$ cat config.mk
export PLATFORM = sky130hd
export DESIGN_NAME = pid_controller_with_izone_core
export DESIGN_NICKNAME = d
export VERILOG_FILES = /design/src/rtl/pidiz_pkg.sv /design/src/rtl/pidiz_mul.sv /design/src/rtl/pidiz_div.sv /design/src/rtl/pid_controller_with_izone_core.sv
export SDC_FILE = /design/constraint.sdc
export NUM_CORES = 2
export LEC_CHECK = 0
export BUFFER_PORTS_ARGS = -buffer_cell sky130_fd_sc_hd__buf_2
export CAP_MARGIN = 20
export CELL_PAD_IN_SITES_DETAIL_PLACEMENT = 0
export CELL_PAD_IN_SITES_GLOBAL_PLACEMENT = 1
export CORE_UTILIZATION = 30
export CTS_CLUSTER_SIZE = 10
export DETAILED_ROUTE_END_ITERATION = 8
export PLACE_DENSITY_LB_ADDON = 0.1
export REMOVE_ABC_BUFFERS = 1
export SLEW_MARGIN = 20
export SYNTH_ARGS = -nofsm -noshare
export SYNTH_HDL_FRONTEND = slang
export SYNTH_HIERARCHICAL = 1
export SYNTH_SLANG_ARGS = --single-unit
export TNS_END_PERCENT = 10
$ cat constraint.sdc
create_clock -name clk -period 27.1 [get_ports clk]
set_clock_uncertainty 0.1 [all_clocks]
set_input_delay 8.13 -clock clk [delete_from_list [all_inputs] [get_ports clk]]
set_output_delay 8.13 -clock clk [all_outputs]
set_load 0.01 [all_outputs]
$ cat src/rtl/pidiz_pkg.sv
// Package for the PID controller with integral zone.
// Holds data widths, register indexes and the sequencer state encoding.
// No dependencies.
`default_nettype none
package pidiz_pkg;

  localparam int DataW   = 32;                   // Q16.16 value width
  localparam int FracW   = 16;                   // fraction bits
  localparam int DivNW   = DataW + 1 + FracW;    // |delta| << FRAC dividend width
  localparam int DivDW   = DataW + 6;            // elapsed_time * 50 width
  localparam int ProdW   = 2 * DataW;            // full product width
  localparam int TermW   = ProdW - FracW;        // product >> FRAC width
  localparam int AccW    = TermW + 2;            // P + I - D
  localparam int DriveW  = 18;
  localparam int LimitW  = 17;
  localparam int CountW  = 16;
  localparam int IndexW  = 3;
  localparam logic [LimitW-1:0] LimitOne = LimitW'(1 << FracW);

  typedef enum logic [IndexW-1:0] {
    REG_GAIN_P        = 3'd0,
    REG_GAIN_I        = 3'd1,
    REG_GAIN_D        = 3'd2,
    REG_ERROR_BAND    = 3'd3,
    REG_INTEGRAL_ZONE = 3'd4,
    REG_MAX_INCREMENT = 3'd5,
    REG_OUTPUT_LIMIT  = 3'd6,
    REG_SETTLE_STEPS  = 3'd7
  } reg_index_t;

  typedef enum logic [7:0] {
    S_IDLE = 8'b0000_0001,
    S_ERR  = 8'b0000_0010,
    S_INT  = 8'b0000_0100,
    S_DIV  = 8'b0000_1000,
    S_MULP = 8'b0001_0000,
    S_MULI = 8'b0010_0000,
    S_MULD = 8'b0100_0000,
    S_OUT  = 8'b1000_0000
  } state_t;

endpackage
`default_nettype wire

$ cat src/rtl/pidiz_mul.sv
// Bit-serial signed multiplier, one multiplier bit per cycle.
// Depends on pidiz_pkg.
`default_nettype none
module pidiz_mul (
  input  wire logic                                clk,
  input  wire logic                                rst,
  input  wire logic                                start,
  input  wire logic signed [pidiz_pkg::DataW-1:0]  a,
  input  wire logic signed [pidiz_pkg::DataW-1:0]  b,
  output logic                                     done,
  output logic        [pidiz_pkg::ProdW-1:0]       product
);
  import pidiz_pkg::*;

  localparam int CntW = $clog2(DataW);

  logic                    busy;
  logic [CntW-1:0]         cnt;
  logic signed [DataW-1:0] mcand;
  logic signed [DataW:0]   hi;
  logic [DataW-1:0]        lo;
  logic signed [DataW:0]   addend;
  logic signed [DataW:0]   hi_sum;
  logic                    last;

  assign last = (cnt == CntW'(DataW - 1));

  // The sign bit of the multiplier carries negative weight.
  always_comb begin
    if (!lo[0]) begin
      addend = '0;
    end else if (last) begin
      addend = -{mcand[DataW-1], mcand};
    end else begin
      addend = {mcand[DataW-1], mcand};
    end
    hi_sum = hi + addend;
  end

  always_ff @(posedge clk) begin
    if (rst) begin
      busy <= 1'b0;
      done <= 1'b0;
      cnt  <= '0;
    end else begin
      done <= 1'b0;
      if (start) begin
        busy  <= 1'b1;
        cnt   <= '0;
        mcand <= a;
        hi    <= '0;
        lo    <= b;
      end else if (busy) begin
        hi  <= {hi_sum[DataW], hi_sum[DataW:1]};
        lo  <= {hi_sum[0], lo[DataW-1:1]};
        cnt <= cnt + 1'b1;
        if (last) begin
          busy <= 1'b0;
          done <= 1'b1;
        end
      end
    end
  end

  assign product = {hi[DataW-1:0], lo};

endmodule
`default_nettype wire

$ cat src/rtl/pidiz_div.sv
// Bit-serial restoring divider for unsigned operands, one quotient bit per cycle.
// Depends on pidiz_pkg.
`default_nettype none
module pidiz_div (
  input  wire logic                          clk,
  input  wire logic                          rst,
  input  wire logic                          start,
  input  wire logic [pidiz_pkg::DivNW-1:0]   dividend,
  input  wire logic [pidiz_pkg::DivDW-1:0]   divisor,
  output logic                               done,
  output logic      [pidiz_pkg::DivNW-1:0]   quotient
);
  import pidiz_pkg::*;

  localparam int CntW = $clog2(DivNW);

  logic             busy;
  logic [CntW-1:0]  cnt;
  logic [DivDW-1:0] den;
  logic [DivDW-1:0] rem;
  logic [DivNW-1:0] num;
  logic [DivDW:0]   trial;
  logic [DivDW:0]   diff;
  logic             ge;
  logic             last;

  assign last  = (cnt == CntW'(DivNW - 1));
  assign trial = {rem, num[DivNW-1]};
  assign ge    = (trial >= {1'b0, den});
  assign diff  = trial - {1'b0, den};

  always_ff @(posedge clk) begin
    if (rst) begin
      busy <= 1'b0;
      done <= 1'b0;
      cnt  <= '0;
    end else begin
      done <= 1'b0;
      if (start) begin
        busy <= 1'b1;
        cnt  <= '0;
        den  <= divisor;
        rem  <= '0;
        num  <= dividend;
      end else if (busy) begin
        // shift the quotient bit in where the dividend bit left
        rem <= ge ? diff[DivDW-1:0] : trial[DivDW-1:0];
        num <= {num[DivNW-2:0], ge};
        cnt <= cnt + 1'b1;
        if (last) begin
          busy <= 1'b0;
          done <= 1'b1;
        end
      end
    end
  end

  assign quotient = num;

endmodule
`default_nettype wire

$ cat src/rtl/pid_controller_with_izone_core.sv
// PID controller with integral zone: sequencer, state and configuration registers.
// Depends on pidiz_pkg, pidiz_mul and pidiz_div.
//
// A transaction runs through the error and integral setup states, the
// derivative divide, the three gain products and a final state that loads
// the output register. The divide is skipped on a setpoint change or on zero
// elapsed time. The divider and the single shared multiplier are both
// bit-serial. The block takes one transaction at a time. A finished result
// waits in an output register while the next transaction is accepted. That
// next result holds in its final state for as long as the earlier one is stalled.
`default_nettype none
module pid_controller_with_izone_core (
  input  wire logic                                 clk,
  input  wire logic                                 rst,
  input  wire logic                                 in_valid,
  output logic                                      in_stall,
  input  wire logic signed [pidiz_pkg::DataW-1:0]   measurement,
  input  wire logic signed [pidiz_pkg::DataW-1:0]   setpoint,
  input  wire logic        [pidiz_pkg::DataW-1:0]   elapsed_time,
  input  wire logic                                 clear_integral,
  output logic                                      out_valid,
  input  wire logic                                 out_stall,
  output logic signed [pidiz_pkg::DriveW-1:0]       drive,
  output logic                                      settled,
  input  wire logic                                 wr_en,
  input  wire logic [pidiz_pkg::IndexW-1:0]         wr_index,
  input  wire logic [pidiz_pkg::DataW-1:0]          wr_data
);
  import pidiz_pkg::*;

  // configuration
  logic signed [DataW-1:0] gain_p, gain_i, gain_d;
  logic [DataW-2:0]        error_band, integral_zone, max_increment;
  logic [LimitW-1:0]       output_limit;
  logic [CountW-1:0]       settle_steps;

  // controller state
  logic signed [DataW-1:0] previous_measurement, previous_setpoint, integral_sum;
  logic                    first_step;
  logic [CountW-1:0]       settle_count;

  // transaction registers
  state_t                  state;
  logic signed [DataW-1:0] meas, setp, err, vel;
  logic [DataW-1:0]        etime;
  logic                    clr, d_en, in_band, launched, settled_r;
  logic signed [DataW:0]   delta;
  logic [DivDW-1:0]        divisor;
  logic signed [AccW-1:0]  acc;

  // combinational
  logic signed [DataW:0]   err_raw, mdiff, band_s, maxinc_s, err_x, inc, abs_err;
  logic signed [DataW+1:0] isum;
  logic signed [DataW-1:0] err_sat, int_next;
  logic signed [DataW-1:0] prev_used;
  logic [DataW:0]          mag;
  logic [DivNW-1:0]        quotient;
  logic signed [DataW-1:0] vel_sat;
  logic                    div_start, div_done, mul_start, mul_done;
  logic signed [DataW-1:0] mul_a, mul_b;
  logic [ProdW-1:0]        product;
  logic signed [AccW-1:0]  term, lim_s;
  logic signed [DriveW-1:0] drive_next;

  assign in_stall = (state != S_IDLE);

  assign err_raw = {setp[DataW-1], setp} - {meas[DataW-1], meas};
  assign mdiff   = -err_raw;
  assign band_s  = {2'b00, error_band};
  assign maxinc_s = {2'b00, max_increment};

  always_comb begin
    if (err_raw[DataW] != err_raw[DataW-1]) begin
      err_sat = err_raw[DataW] ? {1'b1, {(DataW-1){1'b0}}} : {1'b0, {(DataW-1){1'b1}}};
    end else begin
      err_sat = err_raw[DataW-1:0];
    end
  end

  assign prev_used = first_step ? meas : previous_measurement;

  // integral update with per-step limit, band reset and zone reset
  always_comb begin
    err_x = {err[DataW-1], err};
    if (err_x >= band_s) begin
      inc = (err_x < maxinc_s) ? err_x : maxinc_s;
    end else if (err_x <= -band_s) begin
      inc = (err_x > -maxinc_s) ? err_x : -maxinc_s;
    end else begin
      inc = '0;
    end
    isum = {{2{integral_sum[DataW-1]}}, integral_sum} + {inc[DataW], inc};
    if (!(err_x >= band_s) && !(err_x <= -band_s)) begin
      int_next = '0;
    end else if (isum > (DataW+2)'(signed'({1'b0, {(DataW-1){1'b1}}}))) begin
      int_next = {1'b0, {(DataW-1){1'b1}}};
    end else if (isum < -(DataW+2)'(signed'({2'b01, {(DataW-1){1'b0}}}))) begin
      int_next = {1'b1, {(DataW-1){1'b0}}};
    end else begin
      int_next = isum[DataW-1:0];
    end
    abs_err = err_x[DataW] ? -err_x : err_x;
    if ((integral_zone != '0) && (abs_err > {2'b00, integral_zone})) begin
      int_next = '0;
    end
  end

  // velocity: sign back on, saturate
  always_comb begin
    if (!delta[DataW]) begin
      vel_sat = (quotient > DivNW'({1'b0, {(DataW-1){1'b1}}})) ?
                {1'b0, {(DataW-1){1'b1}}} : quotient[DataW-1:0];
    end else begin
      vel_sat = (quotient > DivNW'({1'b1, {(DataW-1){1'b0}}})) ?
                {1'b1, {(DataW-1){1'b0}}} : -quotient[DataW-1:0];
    end
  end

  assign mag = delta[DataW] ? -delta : delta;

  assign div_start = (state == S_DIV) && !launched;
  assign mul_start = ((state == S_MULP) || (state == S_MULI) || (state == S_MULD)) && !launched;

  always_comb begin
    unique case (state)
      S_MULI: begin
        mul_a = gain_i;
        mul_b = integral_sum;
      end
      S_MULD: begin
        mul_a = gain_d;
        mul_b = vel;
      end
      default: begin
        mul_a = gain_p;
        mul_b = err;
      end
    endcase
  end

  assign term  = {{2{product[ProdW-1]}}, product[ProdW-1:FracW]};
  assign lim_s = {{(AccW-LimitW){1'b0}}, output_limit};

  always_comb begin
    if (acc > lim_s) begin
      drive_next = lim_s[DriveW-1:0];
    end else if (acc < -lim_s) begin
      drive_next = -lim_s[DriveW-1:0];
    end else begin
      drive_next = acc[DriveW-1:0];
    end
  end

  pidiz_div u_div (
    .clk      (clk),
    .rst      (rst),
    .start    (div_start),
    .dividend ({mag, {FracW{1'b0}}}),
    .divisor  (divisor),
    .done     (div_done),
    .quotient (quotient)
  );

  pidiz_mul u_mul (
    .clk     (clk),
    .rst     (rst),
    .start   (mul_start),
    .a       (mul_a),
    .b       (mul_b),
    .done    (mul_done),
    .product (product)
  );

  always_ff @(posedge clk) begin
    if (rst) begin
      gain_p               <= '0;
      gain_i               <= '0;
      gain_d               <= '0;
      error_band           <= '0;
      integral_zone        <= '0;
      max_increment        <= (DataW-1)'(1 << FracW);
      output_limit         <= LimitOne;
      settle_steps         <= CountW'(10);
      previous_measurement <= '0;
      previous_setpoint    <= '0;
      first_step           <= 1'b1;
      integral_sum         <= '0;
      settle_count         <= '0;
      state                <= S_IDLE;
      launched             <= 1'b0;
      out_valid            <= 1'b0;
    end else begin
      if (wr_en) begin
        unique case (reg_index_t'(wr_index))
          REG_GAIN_P:        gain_p        <= wr_data;
          REG_GAIN_I:        gain_i        <= wr_data;
          REG_GAIN_D:        gain_d        <= wr_data;
          REG_ERROR_BAND:    error_band    <= wr_data[DataW-2:0];
          REG_INTEGRAL_ZONE: integral_zone <= wr_data[DataW-2:0];
          REG_MAX_INCREMENT: max_increment <= wr_data[DataW-2:0];
          REG_OUTPUT_LIMIT: begin
            // drop limits above 1.0
            if (wr_data[LimitW-1:0] <= LimitOne) begin
              output_limit <= wr_data[LimitW-1:0];
            end
          end
          REG_SETTLE_STEPS:  settle_steps  <= wr_data[CountW-1:0];
          default: ;
        endcase
      end

      if (out_valid && !out_stall && (state != S_OUT)) begin
        out_valid <= 1'b0;
      end

      unique case (state)
        S_IDLE: begin
          if (in_valid) begin
            meas  <= measurement;
            setp  <= setpoint;
            etime <= elapsed_time;
            clr   <= clear_integral;
            state <= S_ERR;
          end
        end
        S_ERR: begin
          err        <= err_sat;
          delta      <= {meas[DataW-1], meas} - {prev_used[DataW-1], prev_used};
          first_step <= (previous_setpoint != setp);
          d_en       <= (previous_setpoint == setp) && (etime != '0);
          divisor    <= ({6'b0, etime} << 5) + ({6'b0, etime} << 4) + ({6'b0, etime} << 1);
          in_band    <= (mdiff <= band_s) && (mdiff >= -band_s);
          previous_measurement <= meas;
          previous_setpoint    <= setp;
          if (clr) begin
            integral_sum <= '0;
          end
          acc   <= '0;
          vel   <= '0;
          state <= S_INT;
        end
        S_INT: begin
          integral_sum <= int_next;
          settled_r    <= in_band && !first_step && (settle_count >= settle_steps);
          if (in_band && !first_step) begin
            if (settle_count >= settle_steps) begin
              settle_count <= '0;
            end else begin
              settle_count <= settle_count + 1'b1;
            end
          end
          state <= d_en ? S_DIV : S_MULP;
        end
        S_DIV: begin
          launched <= !div_done;
          if (div_done) begin
            vel   <= vel_sat;
            state <= S_MULP;
          end
        end
        S_MULP, S_MULI, S_MULD: begin
          launched <= !mul_done;
          if (mul_done) begin
            if (state == S_MULD) begin
              acc   <= acc - term;
              state <= S_OUT;
            end else begin
              acc   <= acc + term;
              state <= (state == S_MULP) ? S_MULI : S_MULD;
            end
          end
        end
        S_OUT: begin
          // hold until the output register is free
          if (!out_valid || !out_stall) begin
            drive     <= drive_next;
            settled   <= settled_r;
            out_valid <= 1'b1;
            state     <= S_IDLE;
          end
        end
        default: state <= S_IDLE;
      endcase
    end
  end

endmodule
`default_nettype wire

==> metrics.md <==
| Metric | Value |
|---|---|
| Share of cell area taken by muxes after synthesis | `3.49%` |
| Lkg Pwr | `0.0268 µW` |
| RSZ-0062 raised after global routing | `no` |
| Count of port buffers added during placement | `157` |
| Layout cell share with drive strength beyond 1 | `8.30%` |
| DRC | `0` |
| Rows | `166` |
| Data required time at the worst endpoint | `18.87 ns` |
| Final global-route overflow total | `0` |
| Outcome | `completed` |
| Gate count after technology mapping | `7022` |
| Number of sinks on the clock net | `884` |
| Relative slew slack | `30.1%` |
| Clock slew at the register clock pins of the worst setup and hold paths | `0.06 ns` |
| Number of CTS-inserted buffers | `112` |
| H-tree depth | `3` |
| Worst hold path class | `register to register` |
| Post-synthesis area per instance | `8.87 µm²` |
| Worst-skew pair later-pin latency | `0.78 ns` |
| Area of the core region | `205000 µm²` |
| Worst Path Class, Setup | `register to output port` |
| Setup Total Neg Slack | `0 ns` |
| First drt pass iteration count | `5` |
| Total routing resource utilization after global routing | `20.1%` |
| Final estimated routing congestion in global placement | `0.850` |
| Worst-path fanout max | `7` |
| Final setup violating endpoints | `0` |
| Combinational family with the most area after synthesis | `simple AND/OR/NAND/NOR gates` |
| Max Slew Vio Count | `0` |
| Fraction of the core area covered by cells at the end of the flow | `33.9%` |
| Share of the clock period used by the worst path after layout | `39.4%` |
| Total number of vias | `50895` |
| Number of flops mapped to enable cells by yosys | `524` |
| Total Die Area | `209000 µm²` |
| Startpoint type of the worst setup path | `register` |
| Synth Area in Adders | `13.0%` |
| Compound-gate portion of the synthesized area | `17.5%` |
| Half-perimeter wire length after placement | `161000 µm` |
| Post-cts sizing count | `0` |
| Routed len/inst | `21.8 µm` |
| Reg-to-reg setup timing slack | `17.71 ns` |
| Count of hold buffers inserted by post-cts repair | `0` |
| Initial antenna violation count | `6` |
| Count of placed standard cells including taps | `9643` |
| Max IR drop VDD | `49.0 µV` |
| Minimum setup slack in the final design | `16.41 ns` |
| Final hold violations | `0` |
| Via count of the first global-routing pass | `50111` |
| Drt total wl | `215000 µm` |
| Number of different library cells in the post-synthesis netlist | `114` |
| DR vias/cell | `5.16` |
| Share of the synthesized netlist area taken by xor and xnor gates | `6.62%` |
| Flip-flop and latch count after synthesis | `884` |
| Internal power contribution | `2600 µW` |
| Portion of total power attributed to the clock network | `41.2%` |
| Worst path arrival time | `2.46 ns` |
| Number of antenna-violating nets in the routed design | `0` |
| CTS Root Cell | `sky130_fd_sc_hd__clkbuf_16` |
| Height of the chip | `458 µm` |
| Clk buf depth | `3` |
| CTS tree | `done` |
| Global-route wire length before repair | `321000 µm` |
| Logic gate share of total power | `18.1%` |
| Worst Max-Slew Pin Slew | `1.05 ns` |
| Worst setup slack after placement | `16.39 ns` |
| Total chip power | `3670 µW` |
| Post-Layout Cell Count | `9855` |
| Count of yosys warnings during synthesis | `6` |
| Chip width | `458 µm` |
| Max frequency | `93.6 MHz` |
| CP endpoint kind | `output port` |
| Share of async-settable or async-resettable flops after synthesis | `0%` |
| Post-CTS Setup Inserts | `0` |
| Top_reg_cell synth | `sky130_fd_sc_hd__edfxtp_1` |
| Detailed router's first-iteration violation count | `3347` |
| Effective utilization at floorplan | `30.3%` |
| Sequential-to-total area share from yosys stat | `36.8%` |
| Maximum number of pins on one net before global-route repair | `172` |
| Max-cap violation count | `0` |
| Shortest clock period the worst path allows after layout | `10.69 ns` |
| Net switching power figure | `1070 µW` |
| Post-synthesis instance area | `62300 µm²` |
| Switching share of power | `29.1%` |
| Post-synthesis to final-layout area growth | `11.9%` |
| Sequential power share | `40.7%` |
| Simple-gate share of the synthesized area | `18.1%` |
| Top-level I/O count | `158` |
| Final net count | `7829` |
| Power per cell area | `52.6 nW/µm²` |
[worst paths after layout]
kind	start	to	cells after the start
setup reg to reg	error_band[3]$_SDFFE_PP0P_	integral_sum[4]$_SDFFE_PP0P_	35
hold / removal	divisor[35]$_DFFE_PP_	u_div/den[35]$_DFFE_PP_	0
setup / recovery	state[7]$_SDFFE_PP0P_	in_stall	4
hold reg to reg	divisor[35]$_DFFE_PP_	u_div/den[35]$_DFFE_PP_	0
[Yosys cell counts, types with 18 or more instances]
master	count	share of area, %
sky130_fd_sc_hd__a22oi_1	65	0.78
sky130_fd_sc_hd__buf_1	22	0.13
sky130_fd_sc_hd__nand2b_1	64	0.64
sky130_fd_sc_hd__clkbuf_1	263	1.6
sky130_fd_sc_hd__o21a_1	49	0.59
sky130_fd_sc_hd__o2bb2ai_1	32	0.45
sky130_fd_sc_hd__o211ai_1	33	0.40
sky130_fd_sc_hd__o21bai_1	35	0.42
sky130_fd_sc_hd__and2_1	43	0.43
sky130_fd_sc_hd__nand3_1	143	1.1
sky130_fd_sc_hd__mux2_2	88	1.6
sky130_fd_sc_hd__nor3b_1	20	0.24
sky130_fd_sc_hd__nor4_1	79	0.79
sky130_fd_sc_hd__o21ai_0	282	2.3
sky130_fd_sc_hd__nor2_1	401	2.4
sky130_fd_sc_hd__mux2i_1	118	1.9
sky130_fd_sc_hd__xor2_1	121	1.7
sky130_fd_sc_hd__nand4_1	149	1.5
sky130_fd_sc_hd__nand3b_1	32	0.39
sky130_fd_sc_hd__or4_1	18	0.22
sky130_fd_sc_hd__edfxtp_1	524	25
sky130_fd_sc_hd__buf_2	27	0.22
sky130_fd_sc_hd__a31oi_1	51	0.51
sky130_fd_sc_hd__dfxtp_1	360	12
sky130_fd_sc_hd__xnor2_1	348	4.9
sky130_fd_sc_hd__o21ai_1	34	0.27
sky130_fd_sc_hd__a21oi_1	672	5.4
sky130_fd_sc_hd__and3_1	34	0.34
sky130_fd_sc_hd__inv_1	397	2.4
sky130_fd_sc_hd__a21o_1	199	2.4
sky130_fd_sc_hd__o31ai_1	56	0.68
sky130_fd_sc_hd__nor3_1	126	1.0
sky130_fd_sc_hd__o2111ai_1	21	0.30
sky130_fd_sc_hd__nor2b_1	77	0.77
sky130_fd_sc_hd__ha_1	587	12
sky130_fd_sc_hd__fa_1	35	1.1
sky130_fd_sc_hd__nand2_1	1053	6.3
sky130_fd_sc_hd__or3_1	48	0.48
sky130_fd_sc_hd__a211oi_1	39	0.47
[stage by stage]
stage	instance area [µm²]	hold slack [ns]
floorplan	61100	0.300
global route	69700	0.322
CTS	69700	0.318
detailed placement	66000	0.305
finish	69700	0.308
global placement	66000	0.304
[power groups by stage]
stage / registers (µW) / logic, µW / clock network [µW]
after floorplan: 1510 / 450 / 0
after global placement: 1520 / 663 / 0
after detailed placement: 1520 / 665 / 0
after CTS: 1490 / 668 / 1570
after global routing: 1500 / 742 / 1610
final: 1490 / 663 / 1510
[cells in the final DEF, fill, tap and decap left out, types with 56 or more instances in the layout]
cell type                   instances
sky130_fd_sc_hd__nand2_1         1050
sky130_fd_sc_hd__a21oi_1          670
sky130_fd_sc_hd__ha_1             587
sky130_fd_sc_hd__edfxtp_1         524
sky130_fd_sc_hd__inv_1            397
sky130_fd_sc_hd__nor2_1           390
sky130_fd_sc_hd__dfxtp_1          359
sky130_fd_sc_hd__xnor2_1          348
sky130_fd_sc_hd__o21ai_0          282
sky130_fd_sc_hd__a21o_1           198
sky130_fd_sc_hd__buf_2            156
sky130_fd_sc_hd__nand4_1          149
sky130_fd_sc_hd__nand3_1          143
sky130_fd_sc_hd__nor3_1           123
sky130_fd_sc_hd__xor2_1           121
sky130_fd_sc_hd__mux2i_1          118
sky130_fd_sc_hd__clkbuf_16        116
sky130_fd_sc_hd__mux2_2            88
sky130_fd_sc_hd__nor4_1            79
sky130_fd_sc_hd__nor2b_1           76
sky130_fd_sc_hd__buf_4             75
sky130_fd_sc_hd__a22oi_1           65
sky130_fd_sc_hd__nand2b_1          64
sky130_fd_sc_hd__o31ai_1           56
[area by class of cell]
type | count | area (µm²)
antenna | 2 | 5.00
clock buffer | 179 | 3290
clock inverter | 30 | 387
fill | 21294 | 136000
inverter | 400 | 1500
multi-input combinational | 5438 | 36800
sequential | 884 | 22900
tap | 2688 | 3360
timing repair buffer | 234 | 1400
[registers in the layout (all words and copies together), names as in the netlist, 33 cells and up]
name / flops
divisor: 37
delta: 33
u_div/den: 38
acc: 50
u_div/rem: 38
u_div/quotient: 49
[worst max-delay path: stages (launching register included)]
cell and delay [ns]:
sky130_fd_sc_hd__dfxtp_1 0.36, sky130_fd_sc_hd__or4_1 0.59, sky130_fd_sc_hd__nor3_1 0.22, sky130_fd_sc_hd__nand3b_1 0.26, sky130_fd_sc_hd__buf_2 0.24
[logic make-up after synthesis]
kind of cell	count (synthesis)
XOR/XNOR	470
multiplexers	206
flip-flops	884
AND/OR/NAND/NOR	2383
buffers and inverters	716
other	1
adder cells (fa/ha/maj)	625
AO/OA/AOI/OAI	1737
[layer usage]
| metal | vias up | global-route usage [%] | part of all wire, % |
|---|---|---|---|
| met5 | - | 0 | 0 |
| met3 | 285 | 2.40 | 3.3 |
| met4 | 0 | 7.28 | 3.5 |
| met1 | 24283 | 27.1 | 47 |
| li1 | 25428 | - | - |
| met2 | 899 | 32.8 | 46 |
Power figures use the tool's default switching activity.
